File: src/hw/rtl/block_orientation_histogram_assert.svh
// Assertion macros for the block orientation histogram.
`ifndef BLOCK_ORIENTATION_HISTOGRAM_ASSERT_SVH
`define BLOCK_ORIENTATION_HISTOGRAM_ASSERT_SVH

// Same-cycle implication, sampled on clk, off while rst_n is low.
`define BOH_ASSERT_IMPLY(name, ante, cons) \
    name: assert property (@(posedge clk) disable iff (!rst_n) (ante) |-> (cons)) \
        else $error("block_orientation_histogram: check failed");

// Next-cycle implication, sampled on clk, off while rst_n is low.
`define BOH_ASSERT_NEXT(name, ante, cons) \
    name: assert property (@(posedge clk) disable iff (!rst_n) (ante) |=> (cons)) \
        else $error("block_orientation_histogram: check failed");

`endif

File: src/hw/rtl/boh_pkg.sv
// Shared types and constants for the block orientation histogram.
package boh_pkg;

    localparam int NUM_BINS   = 8;
    localparam int BIN_W      = 3;
    localparam int GRAD_W     = 13;
    localparam int MAG_W      = 26;
    localparam int THR_W      = 25;
    localparam int BP_W       = 14;
    localparam int PROD_W     = 31;
    localparam int TAN_W      = 18;
    localparam int FRAC_W     = 16;
    localparam int CFG_IDX_W  = 2;
    localparam int CFG_DATA_W = 25;

    localparam logic [CFG_IDX_W-1:0] CFG_THRESHOLD    = 2'd0;
    localparam logic [CFG_IDX_W-1:0] CFG_BLOCK_PIXELS = 2'd1;

    localparam logic [THR_W-1:0] THRESHOLD_RESET    = 25'd0;
    localparam logic [BP_W-1:0]  BLOCK_PIXELS_RESET = 14'd4900;

    // tan(pi/8) and tan(3pi/8) in unsigned Q16
    localparam logic [TAN_W-1:0] TAN_1_8 = 18'd27146;
    localparam logic [TAN_W-1:0] TAN_3_8 = 18'd158218;

    localparam logic [BIN_W-1:0] BIN_VERTICAL = 3'd4;

    typedef struct packed {
        logic             upd;
        logic             bin_en;
        logic [BIN_W-1:0] bin;
        logic             clear;
    } acc_ctl_t;

    typedef struct packed {
        logic             vote;
        logic [BIN_W-1:0] bin;
        logic             clear;
    } vote_ctl_t;

endpackage

File: src/hw/rtl/boh_classify.sv
// Per-pixel squared magnitude and orientation sector.
module boh_classify (
    input  logic signed [boh_pkg::GRAD_W-1:0] grad_x,
    input  logic signed [boh_pkg::GRAD_W-1:0] grad_y,
    output logic        [boh_pkg::MAG_W-1:0]  mag_sq,
    output logic                              bin_en,
    output logic        [boh_pkg::BIN_W-1:0]  bin
);

    logic signed [boh_pkg::MAG_W-1:0]  sx;
    logic signed [boh_pkg::MAG_W-1:0]  sy;
    logic signed [boh_pkg::GRAD_W:0]   fx;
    logic signed [boh_pkg::GRAD_W:0]   fy;
    logic signed [boh_pkg::GRAD_W:0]   fx_abs;
    logic        [boh_pkg::GRAD_W-1:0] ax;
    logic        [boh_pkg::GRAD_W-1:0] ay;
    logic        [boh_pkg::PROD_W-1:0] yy;
    logic        [boh_pkg::PROD_W-1:0] p1;
    logic        [boh_pkg::PROD_W-1:0] p2;
    logic        [boh_pkg::PROD_W-1:0] p3;

    always_comb
    begin
        sx     = grad_x * grad_x;
        sy     = grad_y * grad_y;
        mag_sq = $unsigned(sx) + $unsigned(sy);

        // fold the angle into [0, pi)
        if (grad_y[boh_pkg::GRAD_W-1])
        begin
            fx = -((boh_pkg::GRAD_W+1)'(grad_x));
            fy = -((boh_pkg::GRAD_W+1)'(grad_y));
        end
        else
        begin
            fx = (boh_pkg::GRAD_W+1)'(grad_x);
            fy = (boh_pkg::GRAD_W+1)'(grad_y);
        end
        fx_abs = fx[boh_pkg::GRAD_W] ? -fx : fx;
        ax     = fx_abs[boh_pkg::GRAD_W-1:0];
        ay     = fy[boh_pkg::GRAD_W-1:0];

        yy = boh_pkg::PROD_W'({ay, boh_pkg::FRAC_W'(0)});
        p1 = boh_pkg::PROD_W'(ax) * boh_pkg::PROD_W'(boh_pkg::TAN_1_8);
        p2 = boh_pkg::PROD_W'({ax, boh_pkg::FRAC_W'(0)});
        p3 = boh_pkg::PROD_W'(ax) * boh_pkg::PROD_W'(boh_pkg::TAN_3_8);

        bin_en = 1'b1;
        bin    = boh_pkg::BIN_W'(0);
        priority if (fy == '0)
        begin
            // angle of exactly pi is counted but not binned
            bin_en = !fx[boh_pkg::GRAD_W];
        end
        else if (fx == '0)
        begin
            bin = boh_pkg::BIN_VERTICAL;
        end
        else if (!fx[boh_pkg::GRAD_W])
        begin
            priority if (yy < p1)
                bin = boh_pkg::BIN_W'(0);
            else if (yy < p2)
                bin = boh_pkg::BIN_W'(1);
            else if (yy < p3)
                bin = boh_pkg::BIN_W'(2);
            else
                bin = boh_pkg::BIN_W'(3);
        end
        else
        begin
            priority if (yy > p3)
                bin = boh_pkg::BIN_W'(4);
            else if (yy > p2)
                bin = boh_pkg::BIN_W'(5);
            else if (yy > p1)
                bin = boh_pkg::BIN_W'(6);
            else
                bin = boh_pkg::BIN_W'(7);
        end
    end

endmodule

File: src/hw/rtl/boh_argmax8.sv
// Index of the largest of eight values, lowest index on ties.
module boh_argmax8 #(
    parameter int WIDTH = 14
) (
    input  logic [WIDTH-1:0]          vals [boh_pkg::NUM_BINS],
    output logic [boh_pkg::BIN_W-1:0] idx
);

    logic [WIDTH-1:0]          v1 [4];
    logic [boh_pkg::BIN_W-1:0] i1 [4];
    logic [WIDTH-1:0]          v2 [2];
    logic [boh_pkg::BIN_W-1:0] i2 [2];

    always_comb
    begin
        for (int k = 0; k < 4; k++)
        begin
            if (vals[2*k+1] > vals[2*k])
            begin
                v1[k] = vals[2*k+1];
                i1[k] = boh_pkg::BIN_W'(2*k+1);
            end
            else
            begin
                v1[k] = vals[2*k];
                i1[k] = boh_pkg::BIN_W'(2*k);
            end
        end
        for (int k = 0; k < 2; k++)
        begin
            if (v1[2*k+1] > v1[2*k])
            begin
                v2[k] = v1[2*k+1];
                i2[k] = i1[2*k+1];
            end
            else
            begin
                v2[k] = v1[2*k];
                i2[k] = i1[2*k];
            end
        end
        idx = (v2[1] > v2[0]) ? i2[1] : i2[0];
    end

endmodule

File: src/hw/rtl/boh_bin_accum.sv
// Per-block orientation bins and strong pixel count, saturating.
module boh_bin_accum #(
    parameter int CNT_W   = 14,
    parameter int MAX_CNT = 8192
) (
    input  logic              clk,
    input  logic              rst_n,
    input  boh_pkg::acc_ctl_t ctl,
    output logic [CNT_W-1:0]  bins_next [boh_pkg::NUM_BINS],
    output logic [CNT_W-1:0]  cnt_next
);

    localparam logic [CNT_W-1:0] CAP = CNT_W'(MAX_CNT);

    logic [CNT_W-1:0] bins_reg [boh_pkg::NUM_BINS];
    logic [CNT_W-1:0] cnt_reg;

    always_comb
    begin
        for (int b = 0; b < boh_pkg::NUM_BINS; b++)
        begin
            bins_next[b] = bins_reg[b];
            if (ctl.upd && ctl.bin_en && ctl.bin == boh_pkg::BIN_W'(b) && bins_reg[b] < CAP)
                bins_next[b] = bins_reg[b] + 1'b1;
        end
        cnt_next = cnt_reg;
        if (ctl.upd && cnt_reg < CAP)
            cnt_next = cnt_reg + 1'b1;
    end

    always_ff @(posedge clk or negedge rst_n)
    begin
        if (!rst_n)
        begin
            for (int b = 0; b < boh_pkg::NUM_BINS; b++)
                bins_reg[b] <= '0;
            cnt_reg <= '0;
        end
        else if (ctl.clear)
        begin
            for (int b = 0; b < boh_pkg::NUM_BINS; b++)
                bins_reg[b] <= '0;
            cnt_reg <= '0;
        end
        else
        begin
            bins_reg <= bins_next;
            cnt_reg  <= cnt_next;
        end
    end

endmodule

File: src/hw/rtl/boh_vote_tally.sv
// Per-frame direction votes, saturating, cleared at frame end.
module boh_vote_tally #(
    parameter int VOTE_W    = 11,
    parameter int MAX_VOTES = 1024
) (
    input  logic               clk,
    input  logic               rst_n,
    input  boh_pkg::vote_ctl_t ctl,
    output logic [VOTE_W-1:0]  tally_next [boh_pkg::NUM_BINS]
);

    localparam logic [VOTE_W-1:0] CAP = VOTE_W'(MAX_VOTES);

    logic [VOTE_W-1:0] tally_reg [boh_pkg::NUM_BINS];

    always_comb
    begin
        for (int b = 0; b < boh_pkg::NUM_BINS; b++)
        begin
            tally_next[b] = tally_reg[b];
            if (ctl.vote && ctl.bin == boh_pkg::BIN_W'(b) && tally_reg[b] < CAP)
                tally_next[b] = tally_reg[b] + 1'b1;
        end
    end

    always_ff @(posedge clk or negedge rst_n)
    begin
        if (!rst_n)
        begin
            for (int b = 0; b < boh_pkg::NUM_BINS; b++)
                tally_reg[b] <= '0;
        end
        else if (ctl.clear)
        begin
            for (int b = 0; b < boh_pkg::NUM_BINS; b++)
                tally_reg[b] <= '0;
        end
        else
        begin
            tally_reg <= tally_next;
        end
    end

endmodule

File: src/hw/rtl/block_orientation_histogram.sv
// Top level: pixel gradient stream in, per-block orientation result out.
//
//  channel | handshake                  | payload
//  --------+----------------------------+---------------------------------------------
//  in      | in_valid / in_stall        | grad_x grad_y last_in_block last_in_frame
//  out     | out_valid / out_stall      | block_direction neighbor_sum valid_count
//          |                            | block_qualified frame_direction frame_done
//  cfg     | cfg_valid / cfg_ready      | cfg_index cfg_data
//
// One pixel per cycle sustained while in_stall is low. A result reaches the output
// register after the transfer of the pixel that ends its block, through the input,
// classify, histogram snapshot, peak, vote and output stages.
// Reset clears all bins, the strong count, the votes and the stage valid bits.
// Only block-end pixels travel past the histogram stage, so pixels keep flowing
// while a result waits; in_stall rises only when a block end meets a full path.
module block_orientation_histogram #(
    parameter int MAX_BLOCK_PIXELS = 8192,
    parameter int MAX_BLOCKS       = 1024
) (
    input  logic                                    clk,
    input  logic                                    rst_n,
    input  logic                                    in_valid,
    output logic                                    in_stall,
    input  logic signed [boh_pkg::GRAD_W-1:0]       grad_x,
    input  logic signed [boh_pkg::GRAD_W-1:0]       grad_y,
    input  logic                                    last_in_block,
    input  logic                                    last_in_frame,
    output logic                                    out_valid,
    input  logic                                    out_stall,
    output logic [boh_pkg::BIN_W-1:0]               block_direction,
    output logic [$clog2(MAX_BLOCK_PIXELS+1)-1:0]   neighbor_sum,
    output logic [$clog2(MAX_BLOCK_PIXELS+1)-1:0]   valid_count,
    output logic                                    block_qualified,
    output logic [boh_pkg::BIN_W-1:0]               frame_direction,
    output logic                                    frame_done,
    input  logic                                    cfg_valid,
    output logic                                    cfg_ready,
    input  logic [boh_pkg::CFG_IDX_W-1:0]           cfg_index,
    input  logic [boh_pkg::CFG_DATA_W-1:0]          cfg_data
);

    `include "block_orientation_histogram_assert.svh"

    localparam int CNT_W  = $clog2(MAX_BLOCK_PIXELS + 1);
    localparam int VOTE_W = $clog2(MAX_BLOCKS + 1);
    localparam int SUM_W  = CNT_W + 2;
    localparam int QW     = (CNT_W + 5 > boh_pkg::BP_W) ? CNT_W + 5 : boh_pkg::BP_W;
    localparam logic [SUM_W-1:0] SUM_CAP = SUM_W'(MAX_BLOCK_PIXELS);

    // configuration
    logic [boh_pkg::THR_W-1:0] thr_reg;
    logic [boh_pkg::BP_W-1:0]  bp_reg;

    // stage handshake
    logic rdy0, rdy1, rdy2, rdy3, rdy4, rdy5;
    logic adv1, adv3;

    // stage 0: input register
    logic                              v0_reg;
    logic signed [boh_pkg::GRAD_W-1:0] gx0_reg;
    logic signed [boh_pkg::GRAD_W-1:0] gy0_reg;
    logic                              lb0_reg;
    logic                              lf0_reg;

    // stage 1: classified pixel
    logic [boh_pkg::MAG_W-1:0] mag_next;
    logic                      bin_en_next;
    logic [boh_pkg::BIN_W-1:0] bin_next;
    logic                      v1_reg;
    logic [boh_pkg::MAG_W-1:0] mag1_reg;
    logic                      bin_en1_reg;
    logic [boh_pkg::BIN_W-1:0] bin1_reg;
    logic                      lb1_reg;
    logic                      lf1_reg;

    // stage 2: histogram snapshot at block end
    boh_pkg::acc_ctl_t acc_ctl;
    logic [CNT_W-1:0]  bins_next [boh_pkg::NUM_BINS];
    logic [CNT_W-1:0]  cnt_next;
    logic              v2_reg;
    logic [CNT_W-1:0]  bins2_reg [boh_pkg::NUM_BINS];
    logic [CNT_W-1:0]  cnt2_reg;
    logic              lf2_reg;

    // stage 3: peak and neighbor sum
    logic [boh_pkg::BIN_W-1:0] peak_next;
    logic [SUM_W-1:0]          nsum_wide;
    logic [CNT_W-1:0]          nsum_next;
    logic                      v3_reg;
    logic [boh_pkg::BIN_W-1:0] peak3_reg;
    logic [CNT_W-1:0]          nsum3_reg;
    logic [CNT_W-1:0]          cnt3_reg;
    logic                      lf3_reg;

    // stage 4: qualification and vote
    logic [QW-1:0]             cnt20;
    logic [QW-1:0]             cnt13;
    logic [QW-1:0]             nsum20;
    logic                      qual_next;
    boh_pkg::vote_ctl_t        vote_ctl;
    logic [VOTE_W-1:0]         tally_next [boh_pkg::NUM_BINS];
    logic                      v4_reg;
    logic [boh_pkg::BIN_W-1:0] peak4_reg;
    logic [CNT_W-1:0]          nsum4_reg;
    logic [CNT_W-1:0]          cnt4_reg;
    logic                      qual4_reg;
    logic                      lf4_reg;
    logic [VOTE_W-1:0]         tally4_reg [boh_pkg::NUM_BINS];

    // stage 5: output register
    logic [boh_pkg::BIN_W-1:0] fdir_next;
    logic                      v5_reg;
    logic [boh_pkg::BIN_W-1:0] peak5_reg;
    logic [CNT_W-1:0]          nsum5_reg;
    logic [CNT_W-1:0]          cnt5_reg;
    logic                      qual5_reg;
    logic [boh_pkg::BIN_W-1:0] fdir5_reg;
    logic                      fdone5_reg;

    // ------------------------------------------------------------------
    // configuration port
    assign cfg_ready = 1'b1;

    always_ff @(posedge clk or negedge rst_n)
    begin
        if (!rst_n)
        begin
            thr_reg <= boh_pkg::THRESHOLD_RESET;
            bp_reg  <= boh_pkg::BLOCK_PIXELS_RESET;
        end
        else if (cfg_valid && cfg_ready)
        begin
            unique case (cfg_index)
                boh_pkg::CFG_THRESHOLD:    thr_reg <= cfg_data[boh_pkg::THR_W-1:0];
                boh_pkg::CFG_BLOCK_PIXELS: bp_reg  <= cfg_data[boh_pkg::BP_W-1:0];
                default:                   ;
            endcase
        end
    end

    // ------------------------------------------------------------------
    // flow control; pixels that do not end a block retire at stage 1
    assign rdy5 = !v5_reg || !out_stall;
    assign rdy4 = !v4_reg || rdy5;
    assign rdy3 = !v3_reg || rdy4;
    assign rdy2 = !v2_reg || rdy3;
    assign rdy1 = !v1_reg || !lb1_reg || rdy2;
    assign rdy0 = !v0_reg || rdy1;
    assign adv1 = v1_reg && rdy1;
    assign adv3 = v3_reg && rdy4;

    assign in_stall = !rdy0;

    // ------------------------------------------------------------------
    // stage 0
    always_ff @(posedge clk or negedge rst_n)
    begin
        if (!rst_n)
            v0_reg <= 1'b0;
        else if (rdy0)
            v0_reg <= in_valid;
    end

    always_ff @(posedge clk)
    begin
        if (in_valid && rdy0)
        begin
            gx0_reg <= grad_x;
            gy0_reg <= grad_y;
            lb0_reg <= last_in_block;
            lf0_reg <= last_in_frame;
        end
    end

    // ------------------------------------------------------------------
    // stage 1
    boh_classify u_classify (
        .grad_x (gx0_reg),
        .grad_y (gy0_reg),
        .mag_sq (mag_next),
        .bin_en (bin_en_next),
        .bin    (bin_next)
    );

    always_ff @(posedge clk or negedge rst_n)
    begin
        if (!rst_n)
            v1_reg <= 1'b0;
        else if (rdy1)
            v1_reg <= v0_reg;
    end

    always_ff @(posedge clk)
    begin
        if (v0_reg && rdy1)
        begin
            mag1_reg    <= mag_next;
            bin_en1_reg <= bin_en_next;
            bin1_reg    <= bin_next;
            lb1_reg     <= lb0_reg;
            lf1_reg     <= lf0_reg;
        end
    end

    // ------------------------------------------------------------------
    // stage 2
    assign acc_ctl.upd    = adv1 && (mag1_reg > boh_pkg::MAG_W'(thr_reg));
    assign acc_ctl.bin_en = bin_en1_reg;
    assign acc_ctl.bin    = bin1_reg;
    assign acc_ctl.clear  = adv1 && lb1_reg;

    boh_bin_accum #(
        .CNT_W   (CNT_W),
        .MAX_CNT (MAX_BLOCK_PIXELS)
    ) u_bin_accum (
        .clk       (clk),
        .rst_n     (rst_n),
        .ctl       (acc_ctl),
        .bins_next (bins_next),
        .cnt_next  (cnt_next)
    );

    always_ff @(posedge clk or negedge rst_n)
    begin
        if (!rst_n)
            v2_reg <= 1'b0;
        else if (rdy2)
            v2_reg <= adv1 && lb1_reg;
    end

    always_ff @(posedge clk)
    begin
        if (adv1 && lb1_reg)
        begin
            bins2_reg <= bins_next;
            cnt2_reg  <= cnt_next;
            lf2_reg   <= lf1_reg;
        end
    end

    // ------------------------------------------------------------------
    // stage 3
    boh_argmax8 #(
        .WIDTH (CNT_W)
    ) u_block_peak (
        .vals (bins2_reg),
        .idx  (peak_next)
    );

    always_comb
    begin
        nsum_wide = SUM_W'(bins2_reg[peak_next - 1'b1]) + SUM_W'(bins2_reg[peak_next])
                  + SUM_W'(bins2_reg[peak_next + 1'b1]);
        nsum_next = (nsum_wide > SUM_CAP) ? CNT_W'(MAX_BLOCK_PIXELS)
                                          : nsum_wide[CNT_W-1:0];
    end

    always_ff @(posedge clk or negedge rst_n)
    begin
        if (!rst_n)
            v3_reg <= 1'b0;
        else if (rdy3)
            v3_reg <= v2_reg;
    end

    always_ff @(posedge clk)
    begin
        if (v2_reg && rdy3)
        begin
            peak3_reg <= peak_next;
            nsum3_reg <= nsum_next;
            cnt3_reg  <= cnt2_reg;
            lf3_reg   <= lf2_reg;
        end
    end

    // ------------------------------------------------------------------
    // stage 4: count*20 > block_pixels and sum*20 >= count*13
    always_comb
    begin
        cnt20     = (QW'(cnt3_reg) << 4) + (QW'(cnt3_reg) << 2);
        cnt13     = (QW'(cnt3_reg) << 3) + (QW'(cnt3_reg) << 2) + QW'(cnt3_reg);
        nsum20    = (QW'(nsum3_reg) << 4) + (QW'(nsum3_reg) << 2);
        qual_next = (cnt20 > QW'(bp_reg)) && (nsum20 >= cnt13);
    end

    assign vote_ctl.vote  = adv3 && qual_next;
    assign vote_ctl.bin   = peak3_reg;
    assign vote_ctl.clear = adv3 && lf3_reg;

    boh_vote_tally #(
        .VOTE_W    (VOTE_W),
        .MAX_VOTES (MAX_BLOCKS)
    ) u_vote_tally (
        .clk        (clk),
        .rst_n      (rst_n),
        .ctl        (vote_ctl),
        .tally_next (tally_next)
    );

    always_ff @(posedge clk or negedge rst_n)
    begin
        if (!rst_n)
            v4_reg <= 1'b0;
        else if (rdy4)
            v4_reg <= v3_reg;
    end

    always_ff @(posedge clk)
    begin
        if (adv3)
        begin
            peak4_reg  <= peak3_reg;
            nsum4_reg  <= nsum3_reg;
            cnt4_reg   <= cnt3_reg;
            qual4_reg  <= qual_next;
            lf4_reg    <= lf3_reg;
            tally4_reg <= tally_next;
        end
    end

    // ------------------------------------------------------------------
    // stage 5
    boh_argmax8 #(
        .WIDTH (VOTE_W)
    ) u_frame_peak (
        .vals (tally4_reg),
        .idx  (fdir_next)
    );

    always_ff @(posedge clk or negedge rst_n)
    begin
        if (!rst_n)
            v5_reg <= 1'b0;
        else if (rdy5)
            v5_reg <= v4_reg;
    end

    always_ff @(posedge clk)
    begin
        if (v4_reg && rdy5)
        begin
            peak5_reg  <= peak4_reg;
            nsum5_reg  <= nsum4_reg;
            cnt5_reg   <= cnt4_reg;
            qual5_reg  <= qual4_reg;
            fdir5_reg  <= lf4_reg ? fdir_next : boh_pkg::BIN_W'(0);
            fdone5_reg <= lf4_reg;
        end
    end

    assign out_valid       = v5_reg;
    assign block_direction = peak5_reg;
    assign neighbor_sum    = nsum5_reg;
    assign valid_count     = cnt5_reg;
    assign block_qualified = qual5_reg;
    assign frame_direction = fdir5_reg;
    assign frame_done      = fdone5_reg;

    // ------------------------------------------------------------------
    // checks
    `BOH_ASSERT_IMPLY(a_sum_within_count, out_valid, neighbor_sum <= valid_count)
    `BOH_ASSERT_IMPLY(a_qual_needs_pixels, out_valid && block_qualified, valid_count != '0)
    `BOH_ASSERT_IMPLY(a_frame_dir_idle, out_valid && !frame_done, frame_direction == '0)
    `BOH_ASSERT_NEXT(a_block_end_moves, adv1 && lb1_reg, v2_reg)

endmodule

File: config.mk
export PLATFORM = sky130hd
export DESIGN_NAME = block_orientation_histogram
export DESIGN_NICKNAME = d
export VERILOG_FILES = /design/src/hw/rtl/boh_pkg.sv /design/src/hw/rtl/boh_classify.sv /design/src/hw/rtl/boh_argmax8.sv /design/src/hw/rtl/boh_bin_accum.sv /design/src/hw/rtl/boh_vote_tally.sv /design/src/hw/rtl/block_orientation_histogram.sv
export VERILOG_INCLUDE_DIRS = /design/src /design/src/hw/rtl
export SDC_FILE = /design/constraint.sdc
export NUM_CORES = 2
export LEC_CHECK = 0
export BUFFER_PORTS_ARGS = -buffer_cell sky130_fd_sc_hd__buf_2
export CAP_MARGIN = 25
export CORE_MARGIN = 5
export CORE_UTILIZATION = 65
export CTS_CLUSTER_SIZE = 20
export DETAILED_ROUTE_END_ITERATION = 16
export GPL_TIMING_DRIVEN = 1
export MAX_ROUTING_LAYER = met4
export PLACE_DENSITY = 0.93
export SLEW_MARGIN = 20
export SYNTH_ARGS = -nofsm -noshare
export SYNTH_HDL_FRONTEND = slang
export SYNTH_SLANG_ARGS = --single-unit
File: constraint.sdc
create_clock -name clk -period 13.21 [get_ports clk]
set_clock_uncertainty 0.15 [all_clocks]
set_input_delay 0.6605 -clock clk [delete_from_list [all_inputs] [get_ports clk]]
set_output_delay 0.6605 -clock clk [all_outputs]
set_load 0.02 [all_outputs]
==> run metrics <==
Syn Area/Cell 10.4 um2; share of the synthesized area in the top cell type 20.8%; Top Ports 99; CTS Buf Count 71; Crit-path slowest cell buf_4; Core Box Area 82400 um2; Congestion Overflow GR 0; clock tree buffer depth 3; largest net degree at the start of global routing 89; EDFF count, synth 376; maximum clock frequency 81.6 MHz; vias about 42000; Max Cap Viol 0; clock sink count 635; status finished, final reports clean; cts repair resizes 0; TritonCTS clock tree built; critical path type reg2reg; Die Ht 299 um; CP max FO 58; synth top area cells edfxtp_1, fa_1, ha_1, dfrtp_1, inv_1; Slew headroom 28.7%; Netlist cell types 93; Setup crit end kind flip-flop; Primary FF master, synth edfxtp_1; FP Rows between 100 and 150; # DRC 0; dpl hpwl 115 mm; DR pass1 iterations 6; register bit total from synthesis about 640; initial antenna violation count 5; min-delay worst type in2reg; first-pass GRT wire length 243 mm; synthesized cell area 54200 um2; CP arrival 12590 ps; Root Driver clkbuf_16; CP Launch Type flip-flop; Detailed Route WL approximately 150 mm; final hold slack approximately 25 ps; sequential fraction of the synthesis area 32.8%; Avg WL per Cell around 24 um; area leader, netlist edfxtp_1; syn nets 6274; Slew @ Worst Pin 1040 ps; worst skew pair latency a little under 700 ps; GRT Total Usage 35.6%; crit share post-route 92.8%; Starting Density 65.8%; Final TNS setup 0 ps; number of antenna-violating nets in the routed design 0; Die ar. 89200 um2; GPL Wtd Cong 0.996; H-Tree Depth 3; Tmin final approximately 12000 ps; post-synthesis cell count between 5000 and 6000; IO buf count 97; top-count cell post-synth inv_1; First DRT Iteration DRCs roughly 4700; CP max stage delay 750 ps; Commonest cells post-synth inv_1, ha_1, fa_1; Setup violations, final 0; Layout area overhead 8.08%; Vias/cell 6.48; Final Hold Vio Count 0; Synthesis Warnings 0; fin nets 6356; Worst-path clk slew around 60 ps; CP required about 14000 ps; unrepaired setup endpoints after global routing false; ratio of cells with drive above 1 in the final layout 7.52%; die width 299 um; vias in the first global route 43600; async set-reset flop share out of synthesis 40.8%; Slew Viols, Final 0
## final timing paths
path                                              start                                 end  slack (ps)  cells after the start
max in group asynchronous                         rst_n  u_bin_accum.bins_reg[15]$_DFF_PN0_       10400                      4
min in group asynchronous                         rst_n             thr_reg[23]$_DFFE_PN0P_         450                      2
worst max register to register  bins2_reg[31]$_DFFE_PP_          nsum3_reg[3]$_SDFFCE_PN0P_         950                     39
worst min register to register   nsum4_reg[6]$_DFFE_PP_           neighbor_sum[6]$_DFFE_PP_         260                      0
worst min-delay path                      last_in_block                   lb0_reg$_DFFE_PP_          30                      1
worst max-delay path            bins2_reg[31]$_DFFE_PP_          nsum3_reg[3]$_SDFFCE_PN0P_         950                     39
## metal layers
layer | track usage [%] | wire length (um)
met5 | - | 0
met3 | 6.09 | 13600
met2 | 58.2 | 74600
met1 | 42.7 | 56400
met4 | 18.9 | 10300
## through the flow
stage	instance area (um2)	util, %	cells	setup slack (ps)
after floorplan	54200	-	5219	1910
after global placement	55900	67.9	6293	1280
after detailed placement	55900	67.9	6294	1140
after CTS	58500	71.0	6427	1070
after global routing	58500	71.1	6433	224
final	58500	71.1	6433	951
## critical path, delay by kind of cell, from the launching register on
kind,cells,cell delay [ps]
muxes,4,1410
buffers and inverters,6,2050
AOI/OAI and AO/OA,16,4610
DFF,1,450
and+or+nand+nor,6,1200
xor gates and xnor gates,1,180
adders and majority gates,6,1990
## cells in the final DEF, fill, tap and decap left out, types with 42 or more instances in the layout
master	netlist	layout
inv_1	734	733
ha_1	579	579
fa_1	416	416
nand2_1	402	401
edfxtp_1	376	376
dfrtp_1	254	254
xnor2_1	248	247
nor2_1	243	242
o21ai_0	183	183
a21oi_1	169	169
and2_1	159	159
nor2b_1	145	145
mux2i_1	146	145
nand3_1	114	114
nand4_1	102	102
buf_2	20	96
xor2_1	81	80
and3_1	79	79
clkbuf_16	0	72
o21a_1	71	71
buf_4	2	59
a21o_1	56	56
mux2_2	43	43
nor3_1	42	42
## cell families after synthesis
family	after synthesis	share of synthesized area, %
and+or+nand+nor	1403	13.2
adders and majority gates	995	28.8
buffers and inverters	890	6.27
AOI/OAI and AO/OA	758	9.34
DFF	635	32.8
xor gates and xnor gates	329	5.32
muxes	207	4.29
other	2	0.0139
## area by class of cell
class / instances / area [um2]
timing repair buffer: 161 / 990
antenna: 3 / 7.51
tap: 1070 / 1340
multi-input combinational: 3694 / 33100
inverter: 738 / 2770
sequential: 635 / 17800
fill: 5229 / 23800
clock inverter: 42 / 626
clock buffer: 90 / 1930
## timing repair
action,CTS,global route
endpoints found under the hold margin,70,0
hold buffers,1,0
setup buffers,0,0
Power is not shown: default switching activity piles up to over one toggle a cycle in this logic, so the estimate is an artifact.
